--- src/rtl/bca_pkg.sv ---
// ----------------------------------------------------------------------------
// bca_pkg
// Types, constants and saturation helpers for the choice argmax block.
// ----------------------------------------------------------------------------
`timescale 1ns / 1ps

package bca_pkg;

   // Q16.16 value width and result index width
   localparam int VAL_W       = 32;
   localparam int OUT_IDX_W   = 12;
   localparam int FRAC_W      = 16;

   // Candidate limit per state; the running count stops at MAX_CHOICES - 1
   localparam int MAX_CHOICES = 4096;
   localparam int CNT_W       = $clog2(MAX_CHOICES);

   // Queue between front and back
   localparam int FIFO_DEPTH  = 4;
   localparam int FIFO_PTR_W  = $clog2(FIFO_DEPTH);
   localparam int FIFO_CNT_W  = $clog2(FIFO_DEPTH + 1);

   // Widths of the wide intermediate sums
   localparam int PROD_W      = 2 * VAL_W;
   localparam int SUM_W       = PROD_W - FRAC_W + 2;

   // Stream payload widths
   localparam int REQ_DATA_W  = 96;
   localparam int RSP_DATA_W  = 48;

   // Configuration register indexes
   localparam int CSR_ADDR_W  = 2;
   typedef enum logic [CSR_ADDR_W-1:0] {
      REG_FIXED_COST = 2'd0,
      REG_NEG_SLOPE  = 2'd1,
      REG_POS_SLOPE  = 2'd2
   } reg_index_type;

   typedef struct packed {
      logic                  we;
      logic [CSR_ADDR_W-1:0] addr;
      logic [VAL_W-1:0]      wdata;
   } csr_type;

   // Classified candidate handed from front to back
   typedef struct packed {
      logic signed [VAL_W-1:0] payoff;     // saturated wealth - cost
      logic signed [VAL_W-1:0] slope;      // slope picked by payoff sign
      logic signed [VAL_W-1:0] fixed;      // fixed cost, zero for non-negative payoff
      logic signed [VAL_W-1:0] future;     // continuation value
      logic                    last;
   } work_type;

   // Clamp a wide signed sum to the Q16.16 range
   function automatic logic signed [VAL_W-1:0] sat_val(input logic signed [SUM_W-1:0] v);
      logic signed [SUM_W-1:0] hi;
      logic signed [SUM_W-1:0] lo;
      hi = SUM_W'({1'b0, {(VAL_W-1){1'b1}}});
      lo = -hi - SUM_W'(1);
      if (v > hi) begin
         sat_val = {1'b0, {(VAL_W-1){1'b1}}};
      end else if (v < lo) begin
         sat_val = {1'b1, {(VAL_W-1){1'b0}}};
      end else begin
         sat_val = v[VAL_W-1:0];
      end
   endfunction

endpackage

--- src/rtl/bca_fifo.sv ---
// ----------------------------------------------------------------------------
// bca_fifo
// Short queue of classified candidates between the front and back parts.
// ----------------------------------------------------------------------------
`timescale 1ns / 1ps

module bca_fifo (
   input  logic              clock,
   input  logic              reset,
   input  logic              push_valid,
   output logic              push_ready,
   input  bca_pkg::work_type push_data,
   output logic              pop_valid,
   input  logic              pop_ready,
   output bca_pkg::work_type pop_data
);

   bca_pkg::work_type                      mem_ff [bca_pkg::FIFO_DEPTH];
   logic [bca_pkg::FIFO_PTR_W-1:0]         wr_ptr_ff, wr_ptr_in;
   logic [bca_pkg::FIFO_PTR_W-1:0]         rd_ptr_ff, rd_ptr_in;
   logic [bca_pkg::FIFO_CNT_W-1:0]         count_ff, count_in;
   logic                                   do_push;
   logic                                   do_pop;

   assign push_ready = (count_ff != bca_pkg::FIFO_CNT_W'(bca_pkg::FIFO_DEPTH));
   assign pop_valid  = (count_ff != '0);
   assign pop_data   = mem_ff[rd_ptr_ff];
   assign do_push    = push_valid && push_ready;
   assign do_pop     = pop_valid && pop_ready;

   // Advance pointers and occupancy
   always_comb begin
      wr_ptr_in = do_push ? wr_ptr_ff + 1'b1 : wr_ptr_ff;
      rd_ptr_in = do_pop  ? rd_ptr_ff + 1'b1 : rd_ptr_ff;
      count_in  = count_ff;
      if (do_push && !do_pop) begin
         count_in = count_ff + 1'b1;
      end else if (do_pop && !do_push) begin
         count_in = count_ff - 1'b1;
      end
   end

   always_ff @(posedge clock) begin
      if (reset) begin
         wr_ptr_ff <= '0;
         rd_ptr_ff <= '0;
         count_ff  <= '0;
      end else begin
         wr_ptr_ff <= wr_ptr_in;
         rd_ptr_ff <= rd_ptr_in;
         count_ff  <= count_in;
      end
   end

   // Store entries
   always_ff @(posedge clock) begin
      if (do_push) begin
         mem_ff[wr_ptr_ff] <= push_data;
      end
   end

endmodule

--- src/rtl/bca_front.sv ---
// ----------------------------------------------------------------------------
// bca_front
// Accepts candidates, forms the saturated payoff and picks its cost terms.
// Holds the configuration registers.
// ----------------------------------------------------------------------------
`timescale 1ns / 1ps

module bca_front (
   input  logic                          clock,
   input  logic                          reset,
   input  bca_pkg::csr_type              csr,
   input  logic                          in_valid,
   output logic                          in_ready,
   input  logic signed [bca_pkg::VAL_W-1:0] wealth,
   input  logic signed [bca_pkg::VAL_W-1:0] cost,
   input  logic signed [bca_pkg::VAL_W-1:0] future_value,
   input  logic                          last_candidate,
   output logic                          push_valid,
   input  logic                          push_ready,
   output bca_pkg::work_type             push_data
);

   logic signed [bca_pkg::VAL_W-1:0] fixed_cost_ff, fixed_cost_in;
   logic signed [bca_pkg::VAL_W-1:0] neg_slope_ff, neg_slope_in;
   logic signed [bca_pkg::VAL_W-1:0] pos_slope_ff, pos_slope_in;
   logic                             valid_ff, valid_in;
   bca_pkg::work_type                work_ff, work_in;
   logic signed [bca_pkg::SUM_W-1:0] diff;
   logic signed [bca_pkg::VAL_W-1:0] payoff;
   logic                             accept;

   // Decode configuration writes
   always_comb begin
      fixed_cost_in = fixed_cost_ff;
      neg_slope_in  = neg_slope_ff;
      pos_slope_in  = pos_slope_ff;
      if (csr.we) begin
         case (bca_pkg::reg_index_type'(csr.addr))
            bca_pkg::REG_FIXED_COST: fixed_cost_in = csr.wdata;
            bca_pkg::REG_NEG_SLOPE:  neg_slope_in  = csr.wdata;
            bca_pkg::REG_POS_SLOPE:  pos_slope_in  = csr.wdata;
            default: ;
         endcase
      end
   end

   always_ff @(posedge clock) begin
      if (reset) begin
         fixed_cost_ff <= '0;
         neg_slope_ff  <= '0;
         pos_slope_ff  <= '0;
      end else begin
         fixed_cost_ff <= fixed_cost_in;
         neg_slope_ff  <= neg_slope_in;
         pos_slope_ff  <= pos_slope_in;
      end
   end

   // Take a transaction whenever the holding register is free or draining
   assign in_ready   = !valid_ff || push_ready;
   assign accept     = in_valid && in_ready;
   assign push_valid = valid_ff;
   assign push_data  = work_ff;

   // Classify: saturated payoff, then cost terms by its sign
   always_comb begin
      diff           = bca_pkg::SUM_W'(wealth) - bca_pkg::SUM_W'(cost);
      payoff         = bca_pkg::sat_val(diff);
      work_in.payoff = payoff;
      work_in.slope  = payoff[bca_pkg::VAL_W-1] ? neg_slope_ff : pos_slope_ff;
      work_in.fixed  = payoff[bca_pkg::VAL_W-1] ? fixed_cost_ff : '0;
      work_in.future = future_value;
      work_in.last   = last_candidate;
      valid_in       = accept ? 1'b1 : (push_ready ? 1'b0 : valid_ff);
   end

   always_ff @(posedge clock) begin
      if (reset) begin
         valid_ff <= 1'b0;
      end else begin
         valid_ff <= valid_in;
      end
   end

   always_ff @(posedge clock) begin
      if (accept) begin
         work_ff <= work_in;
      end
   end

endmodule

--- src/rtl/bca_back.sv ---
// ----------------------------------------------------------------------------
// bca_back
// Applies the slope product, adds the continuation value and tracks the
// running maximum; loads the result register on the last candidate.
// ----------------------------------------------------------------------------
`timescale 1ns / 1ps

module bca_back (
   input  logic                              clock,
   input  logic                              reset,
   input  logic                              pop_valid,
   output logic                              pop_ready,
   input  bca_pkg::work_type                 pop_data,
   output logic                              out_valid,
   input  logic                              out_ready,
   output logic [bca_pkg::OUT_IDX_W-1:0]     best_index,
   output logic signed [bca_pkg::VAL_W-1:0]  best_value
);

   logic                                   advance;

   // Product stage
   logic                                   s1_valid_ff, s1_valid_in;
   logic signed [bca_pkg::PROD_W-1:0]      s1_prod_ff;
   logic signed [bca_pkg::VAL_W-1:0]       s1_payoff_ff;
   logic signed [bca_pkg::VAL_W-1:0]       s1_fixed_ff;
   logic signed [bca_pkg::VAL_W-1:0]       s1_future_ff;
   logic                                   s1_last_ff;

   // Payment stage
   logic                                   s2_valid_ff, s2_valid_in;
   logic signed [bca_pkg::VAL_W-1:0]       s2_pay_ff;
   logic signed [bca_pkg::VAL_W-1:0]       s2_future_ff;
   logic                                   s2_last_ff;
   logic signed [bca_pkg::SUM_W-1:0]       prod_term;
   logic signed [bca_pkg::SUM_W-1:0]       pay_sum;

   // Running maximum state
   logic signed [bca_pkg::VAL_W-1:0]       best_ff, best_in;
   logic [bca_pkg::CNT_W-1:0]              index_ff, index_in;
   logic [bca_pkg::CNT_W-1:0]              count_ff, count_in;
   logic signed [bca_pkg::SUM_W-1:0]       value_sum;
   logic signed [bca_pkg::VAL_W-1:0]       value;
   logic signed [bca_pkg::VAL_W-1:0]       cand_best;
   logic [bca_pkg::CNT_W-1:0]              cand_index;

   // Result register
   logic                                   out_valid_ff, out_valid_in;
   logic [bca_pkg::OUT_IDX_W-1:0]          out_index_ff;
   logic signed [bca_pkg::VAL_W-1:0]       out_value_ff;

   // Stall the whole back pipeline only while a result waits unread
   assign advance   = !out_valid_ff || out_ready;
   assign pop_ready = advance;

   assign s1_valid_in = advance ? pop_valid   : s1_valid_ff;
   assign s2_valid_in = advance ? s1_valid_ff : s2_valid_ff;

   always_ff @(posedge clock) begin
      if (reset) begin
         s1_valid_ff <= 1'b0;
         s2_valid_ff <= 1'b0;
      end else begin
         s1_valid_ff <= s1_valid_in;
         s2_valid_ff <= s2_valid_in;
      end
   end

   // Multiply slope by payoff
   always_ff @(posedge clock) begin
      if (advance) begin
         s1_prod_ff   <= pop_data.slope * pop_data.payoff;
         s1_payoff_ff <= pop_data.payoff;
         s1_fixed_ff  <= pop_data.fixed;
         s1_future_ff <= pop_data.future;
         s1_last_ff   <= pop_data.last;
      end
   end

   // Payment: add floor(product / 2^16) for a loss, subtract it for a gain
   assign prod_term = bca_pkg::SUM_W'($signed(s1_prod_ff[bca_pkg::PROD_W-1:bca_pkg::FRAC_W]));
   assign pay_sum   = bca_pkg::SUM_W'(s1_payoff_ff) - bca_pkg::SUM_W'(s1_fixed_ff)
                    + (s1_payoff_ff[bca_pkg::VAL_W-1] ? prod_term : -prod_term);

   always_ff @(posedge clock) begin
      if (advance) begin
         s2_pay_ff    <= bca_pkg::sat_val(pay_sum);
         s2_future_ff <= s1_future_ff;
         s2_last_ff   <= s1_last_ff;
      end
   end

   // Add continuation value and compare with the running best
   always_comb begin
      value_sum = bca_pkg::SUM_W'(s2_pay_ff) + bca_pkg::SUM_W'(s2_future_ff);
      value     = bca_pkg::sat_val(value_sum);
      if (count_ff == '0) begin
         cand_best  = value;
         cand_index = '0;
      end else if (value > best_ff) begin
         cand_best  = value;
         cand_index = count_ff;
      end else begin
         cand_best  = best_ff;
         cand_index = index_ff;
      end

      best_in      = best_ff;
      index_in     = index_ff;
      count_in     = count_ff;
      out_valid_in = advance ? 1'b0 : out_valid_ff;
      if (advance && s2_valid_ff) begin
         if (s2_last_ff) begin
            // Close the state and start over
            best_in      = '0;
            index_in     = '0;
            count_in     = '0;
            out_valid_in = 1'b1;
         end else begin
            best_in  = cand_best;
            index_in = cand_index;
            if (count_ff != bca_pkg::CNT_W'(bca_pkg::MAX_CHOICES - 1)) begin
               count_in = count_ff + 1'b1;
            end
         end
      end
   end

   always_ff @(posedge clock) begin
      if (reset) begin
         best_ff      <= '0;
         index_ff     <= '0;
         count_ff     <= '0;
         out_valid_ff <= 1'b0;
      end else begin
         best_ff      <= best_in;
         index_ff     <= index_in;
         count_ff     <= count_in;
         out_valid_ff <= out_valid_in;
      end
   end

   // Load the result on the last candidate
   always_ff @(posedge clock) begin
      if (advance && s2_valid_ff && s2_last_ff) begin
         out_index_ff <= bca_pkg::OUT_IDX_W'(cand_index);
         out_value_ff <= cand_best;
      end
   end

   assign out_valid  = out_valid_ff;
   assign best_index = out_index_ff;
   assign best_value = out_value_ff;

endmodule

--- src/rtl/bellman_choice_argmax.sv ---
// Path to rsp_: front holding register, queue, product stage, payment stage, result register.
// Throughput: one candidate per cycle; every stage takes a new candidate each cycle unless stalled.
// The back pipeline stalls only while a result waits unread on rsp_.
// Reset: synchronous, active high; clears the configuration registers to zero, the running state and
// the candidate queue, and drops rsp_tvalid.
// ----------------------------------------------------------------------------
// bellman_choice_argmax
// Best-choice search for one state over a stream of candidate choices.
// ----------------------------------------------------------------------------
`timescale 1ns / 1ps

module bellman_choice_argmax (
   input  logic                               clock,
   input  logic                               reset,
   // Configuration write port
   input  logic                               csr_we,
   input  logic [bca_pkg::CSR_ADDR_W-1:0]     csr_addr,
   input  logic [bca_pkg::VAL_W-1:0]          csr_wdata,
   // Candidate stream
   input  logic                               req_tvalid,
   output logic                               req_tready,
   input  logic [bca_pkg::REQ_DATA_W-1:0]     req_tdata,   // wealth, cost, future_value
   input  logic                               req_tlast,   // last_candidate
   // Result stream
   output logic                               rsp_tvalid,
   input  logic                               rsp_tready,
   output logic [bca_pkg::RSP_DATA_W-1:0]     rsp_tdata    // best_index, best_value, zero fill
);

   bca_pkg::csr_type                  csr;
   logic                              push_valid;
   logic                              push_ready;
   bca_pkg::work_type                 push_data;
   logic                              pop_valid;
   logic                              pop_ready;
   bca_pkg::work_type                 pop_data;
   logic [bca_pkg::OUT_IDX_W-1:0]     best_index;
   logic signed [bca_pkg::VAL_W-1:0]  best_value;

   assign csr.we    = csr_we;
   assign csr.addr  = csr_addr;
   assign csr.wdata = csr_wdata;

   // Front: accept and classify
   bca_front u_front (
      .clock          (clock),
      .reset          (reset),
      .csr            (csr),
      .in_valid       (req_tvalid),
      .in_ready       (req_tready),
      .wealth         (req_tdata[31:0]),
      .cost           (req_tdata[63:32]),
      .future_value   (req_tdata[95:64]),
      .last_candidate (req_tlast),
      .push_valid     (push_valid),
      .push_ready     (push_ready),
      .push_data      (push_data)
   );

   // Queue between front and back
   bca_fifo u_fifo (
      .clock      (clock),
      .reset      (reset),
      .push_valid (push_valid),
      .push_ready (push_ready),
      .push_data  (push_data),
      .pop_valid  (pop_valid),
      .pop_ready  (pop_ready),
      .pop_data   (pop_data)
   );

   // Back: evaluate and track the maximum
   bca_back u_back (
      .clock      (clock),
      .reset      (reset),
      .pop_valid  (pop_valid),
      .pop_ready  (pop_ready),
      .pop_data   (pop_data),
      .out_valid  (rsp_tvalid),
      .out_ready  (rsp_tready),
      .best_index (best_index),
      .best_value (best_value)
   );

   assign rsp_tdata = {4'b0000, best_value, best_index};

endmodule

--- config.mk ---
export PLATFORM = sky130hd
export DESIGN_NAME = bellman_choice_argmax
export DESIGN_NICKNAME = d
export VERILOG_FILES = /design/src/rtl/bca_pkg.sv /design/src/rtl/bca_fifo.sv /design/src/rtl/bca_front.sv /design/src/rtl/bca_back.sv /design/src/rtl/bellman_choice_argmax.sv
export SDC_FILE = /design/constraint.sdc
export NUM_CORES = 2
export LEC_CHECK = 0
export ABC_AREA = 1
export BUFFER_PORTS_ARGS = -buffer_cell sky130_fd_sc_hd__buf_2
export CORE_MARGIN = 5
export CORE_UTILIZATION = 45
export DETAILED_ROUTE_END_ITERATION = 16
export GPL_TIMING_DRIVEN = 0
export SETUP_SLACK_MARGIN = 0.2
export SLEW_MARGIN = 5
export SYNTH_ARGS = -nofsm -noshare
export SYNTH_HDL_FRONTEND = slang
export SYNTH_SLANG_ARGS = --single-unit
--- constraint.sdc ---
create_clock -name clock -period 8.6 [get_ports clock]
set_input_delay 1.29 -clock clock [delete_from_list [all_inputs] [get_ports clock]]
set_output_delay 1.29 -clock clock [all_outputs]
set_load 0.02 [all_outputs]
==> impl_metrics.csv <==
group,metric,value,unit
worst_setup_path,required,9020,ps
sta,rsz0062_at_grt,"yes",
worst_setup_path,r2r-end,"u_back.s1_prod_ff[55]",
synth,synth_cell_type_count,63,
layout,syn2layout_area_growth,18.4,%
drt,routedWlPerCell,25.2,microns
synth,synthArstFlopShare,0,%
sta,final.min_clock_period,8470,ps
worst_setup_path,critPathKind,"reg2reg",
sta,hold_viol,0,
cts,insertion_delay,750,ps
layout,multi_input_area,50700,sq um
layout,postLayoutCellArea,102000,sq um
cts,cts_buffers,108,
sta,setup_viol,0,
synth,yosysSeqAreaShare,35.2,%
cts,clock_tree.buffer_depth,3,
worst_setup_path,crit_arrival,8890,ps
sta,timing.hold.ws,411,ps
worst_setup_path,cp_num_buf_inv,7,
layout,num-fill-cells,17000,
hold_path,hold_path_end,"u_back.s2_future_ff[6]",
drt,first_iter_violations,6240,
floorplan,row_count,160,
cts,cts_tree,"done",
sta,worst_slew_pin_slew,1150,ps
sta,post-route-period-util,98.4,%
sta,drv_slew,0,
worst_setup_path,path_delay_family,"adder cells",
sta,relSlewSlack,23.4,%
sta,fin_skew,57.5,ps
global_routing,grt_max_degree,79,
drt,antenna_left,0,
placement,placed_cell_area,91100,sq um
cts,cts_hold_buf,0,
run,maxCapViolCount,0,
worst_setup_path,slowest_delay,720,ps
synth,synthTopCellsByCount,"1,822 x nand2_1, 1,646 x inv_1, 1,086 x fa_1",
drt,wirelength,313000,microns
synth,yosys.area.top_type,"edfxtp_1",
floorplan,boundaryPins,186,
cts,cts-root-buf,"clkbuf_16",
worst_setup_path,worstSetupStartpointType,"flip-flop",
synth,synth.yosys.warnings,0,
synth,yosysMostFrequentCell,"nand2_1",
layout,drive_above_1_share,14.8,%
cts,path_clk_slew,60,ps
floorplan,start_util,45.2,%
layout,nets,11400,
global_routing,grt_overflow,0,
outcome,status,"finished, final reports clean",
placement,dp_hpwl,245000,microns
global_routing,grt_pass1_wl,452000,microns
sta,max_freq,118,MHz
hold_path,hp-class,"reg2reg",
floorplan,dieArea,200000,sq um
worst_setup_path,worstSetupEndpointType,"flip-flop",
worst_setup_path,path_max_fanout,10,
floorplan,dieWidth,447,microns
layout,regArea,30300,sq um
placement,gp_congestion,1.03,
hold_path,hold_path_depth,0,
synth,synth_ff_type,"edfxtp_1",
synth,synth_seq_cells,1064,
drt,first_pass_iters,6,
hold_path,hp-start,"u_back.s1_future_ff[6]",
synth,synth_area_leaders,"edfxtp_1 31%, fa_1 25%, nand2_1 7.9%, inv_1 7.2%, ha_1 5.3%",
drt,vias,67900,
global_routing,grt_pass1_vias,68200,
synth,synth_top_area_share,31.4,%
placement,port_buffers,180,
worst_setup_path,worstRegToRegCells,28,
floorplan,die-height,447,microns
synth,netlist_area,86100,sq um
global_routing,antenna_found_initial,6,
cts,cts_num_sinks,1064,
worst_setup_path,critPathSlowestCell,"fa_2",
global_routing,grt_usage,31.0,%
synth,synth_cells,9212,
drt,post-route-drc-count,0,
synth,synth_edf_count,899,
drt,via_per_inst,5.46,
synth,avgSynthCellArea,9.34,sq um
cts,htree_num_levels,3,
floorplan,coreArea,190000,sq um
worst_setup_path,reg2reg_slack,130,ps
cell families (layout without fill, tap and decap cells):
group	count (synthesis)	in the layout	share of synthesized area, %
flip-flops	1064	1064	35.2
adder cells (fa/ha/maj)	1451	1451	30.6
buffers and inverters	2010	2701	8.98
XOR/XNOR	218	218	2.22
AO/OA/AOI/OAI	1139	1139	7.58
AND/OR/NAND/NOR	3329	3329	15.4
other	1	13	0.00436
how the worst max path moves through the flow:
stage	startpoint	end	cells after the start
2_1_floorplan	flip-flop	u_back.s1_prod_ff[63]	31
3_3_place_gp	flip-flop	u_back.s1_prod_ff[61]	31
3_5_place_dp	flip-flop	u_back.s1_prod_ff[61]	32
4_1_cts	flip-flop	u_back.s1_prod_ff[61]	32
5_1_grt	flip-flop	u_back.s1_prod_ff[61]	33
6_report	flip-flop	u_back.s1_prod_ff[55]	28
layer usage:
metal	track usage [%]	wire length, microns	vias to the layer above
li1	-	-	30200
met1	41.1	125000	33800
met2	47.6	138000	3134
met3	7.74	30600	657
met4	15.2	19400	2
met5	0	13	-
placed cells by master (no fill, tap or decap), types with 164 or more instances in the layout:
master / netlist / final
nand3_1: 209 / 205
buf_4: 8 / 218
dfxtp_1: 165 / 164
nand2_1: 1822 / 1777
edfxtp_1: 899 / 899
buf_2: 70 / 213
nor2_1: 1085 / 968
ha_1: 365 / 321
fa_1: 1086 / 1007
o21ai_0: 392 / 358
a21oi_1: 475 / 416
inv_1: 1646 / 1590
flip-flops by register name, summed over array words and instances (netlist names), 2 cells and up, named ones only:
name,flops
u_fifo.count_ff,3
u_fifo.rd_ptr_ff,2
u_back.best_ff,32
u_back.count_ff,12
u_front.push_data,129
u_front.pos_slope_ff,32
u_back.s2_future_ff,32
u_back.s1_future_ff,32
u_back.s2_pay_ff,32
u_back.best_index,12
u_back.s1_fixed_ff,32
u_fifo.mem_ff,516
u_back.best_value,32
u_fifo.wr_ptr_ff,2
u_front.neg_slope_ff,32
u_back.s1_payoff_ff,32
u_back.s1_prod_ff,48
u_front.fixed_cost_ff,32
u_back.index_ff,12
metrics by stage:
stage / TNS (ps) / std cells / util, % / worst slack (ps)
6_report: 0 / 12400 / 53.6 / 134
5_1_grt: -322 / 12400 / 53.6 / -64.3
4_1_cts: 0 / 12300 / 52.4 / 157
3_5_place_dp: -100330 / 12000 / 47.9 / -3120
3_3_place_gp: -1634710 / 11900 / 47.4 / -3720
2_1_floorplan: 0 / 9215 / - / 310
what timing repair did:
action,CTS,global route
setup endpoints to repair,48,39
gates cloned,2,6
setup buffers,151,98
resized for setup,828,445
pin swaps,96,180
layout make-up:
| type | count | share of cell area [%] |
|---|---|---|
| multi-input cells | 6141 | 49.8 |
| flip-flops and latches | 1064 | 29.7 |
| inverters | 1679 | 6.37 |
| repair buffers | 485 | 4.36 |
| well taps | 2511 | 3.08 |
| plain buffers | 331 | 2.97 |
| clock buffers | 129 | 2.74 |
| clock inverters | 77 | 0.911 |
| diodes | 9 | 0.0221 |
Power is not shown: default switching activity piles up to over one toggle a cycle in this logic, so the estimate is an artifact.
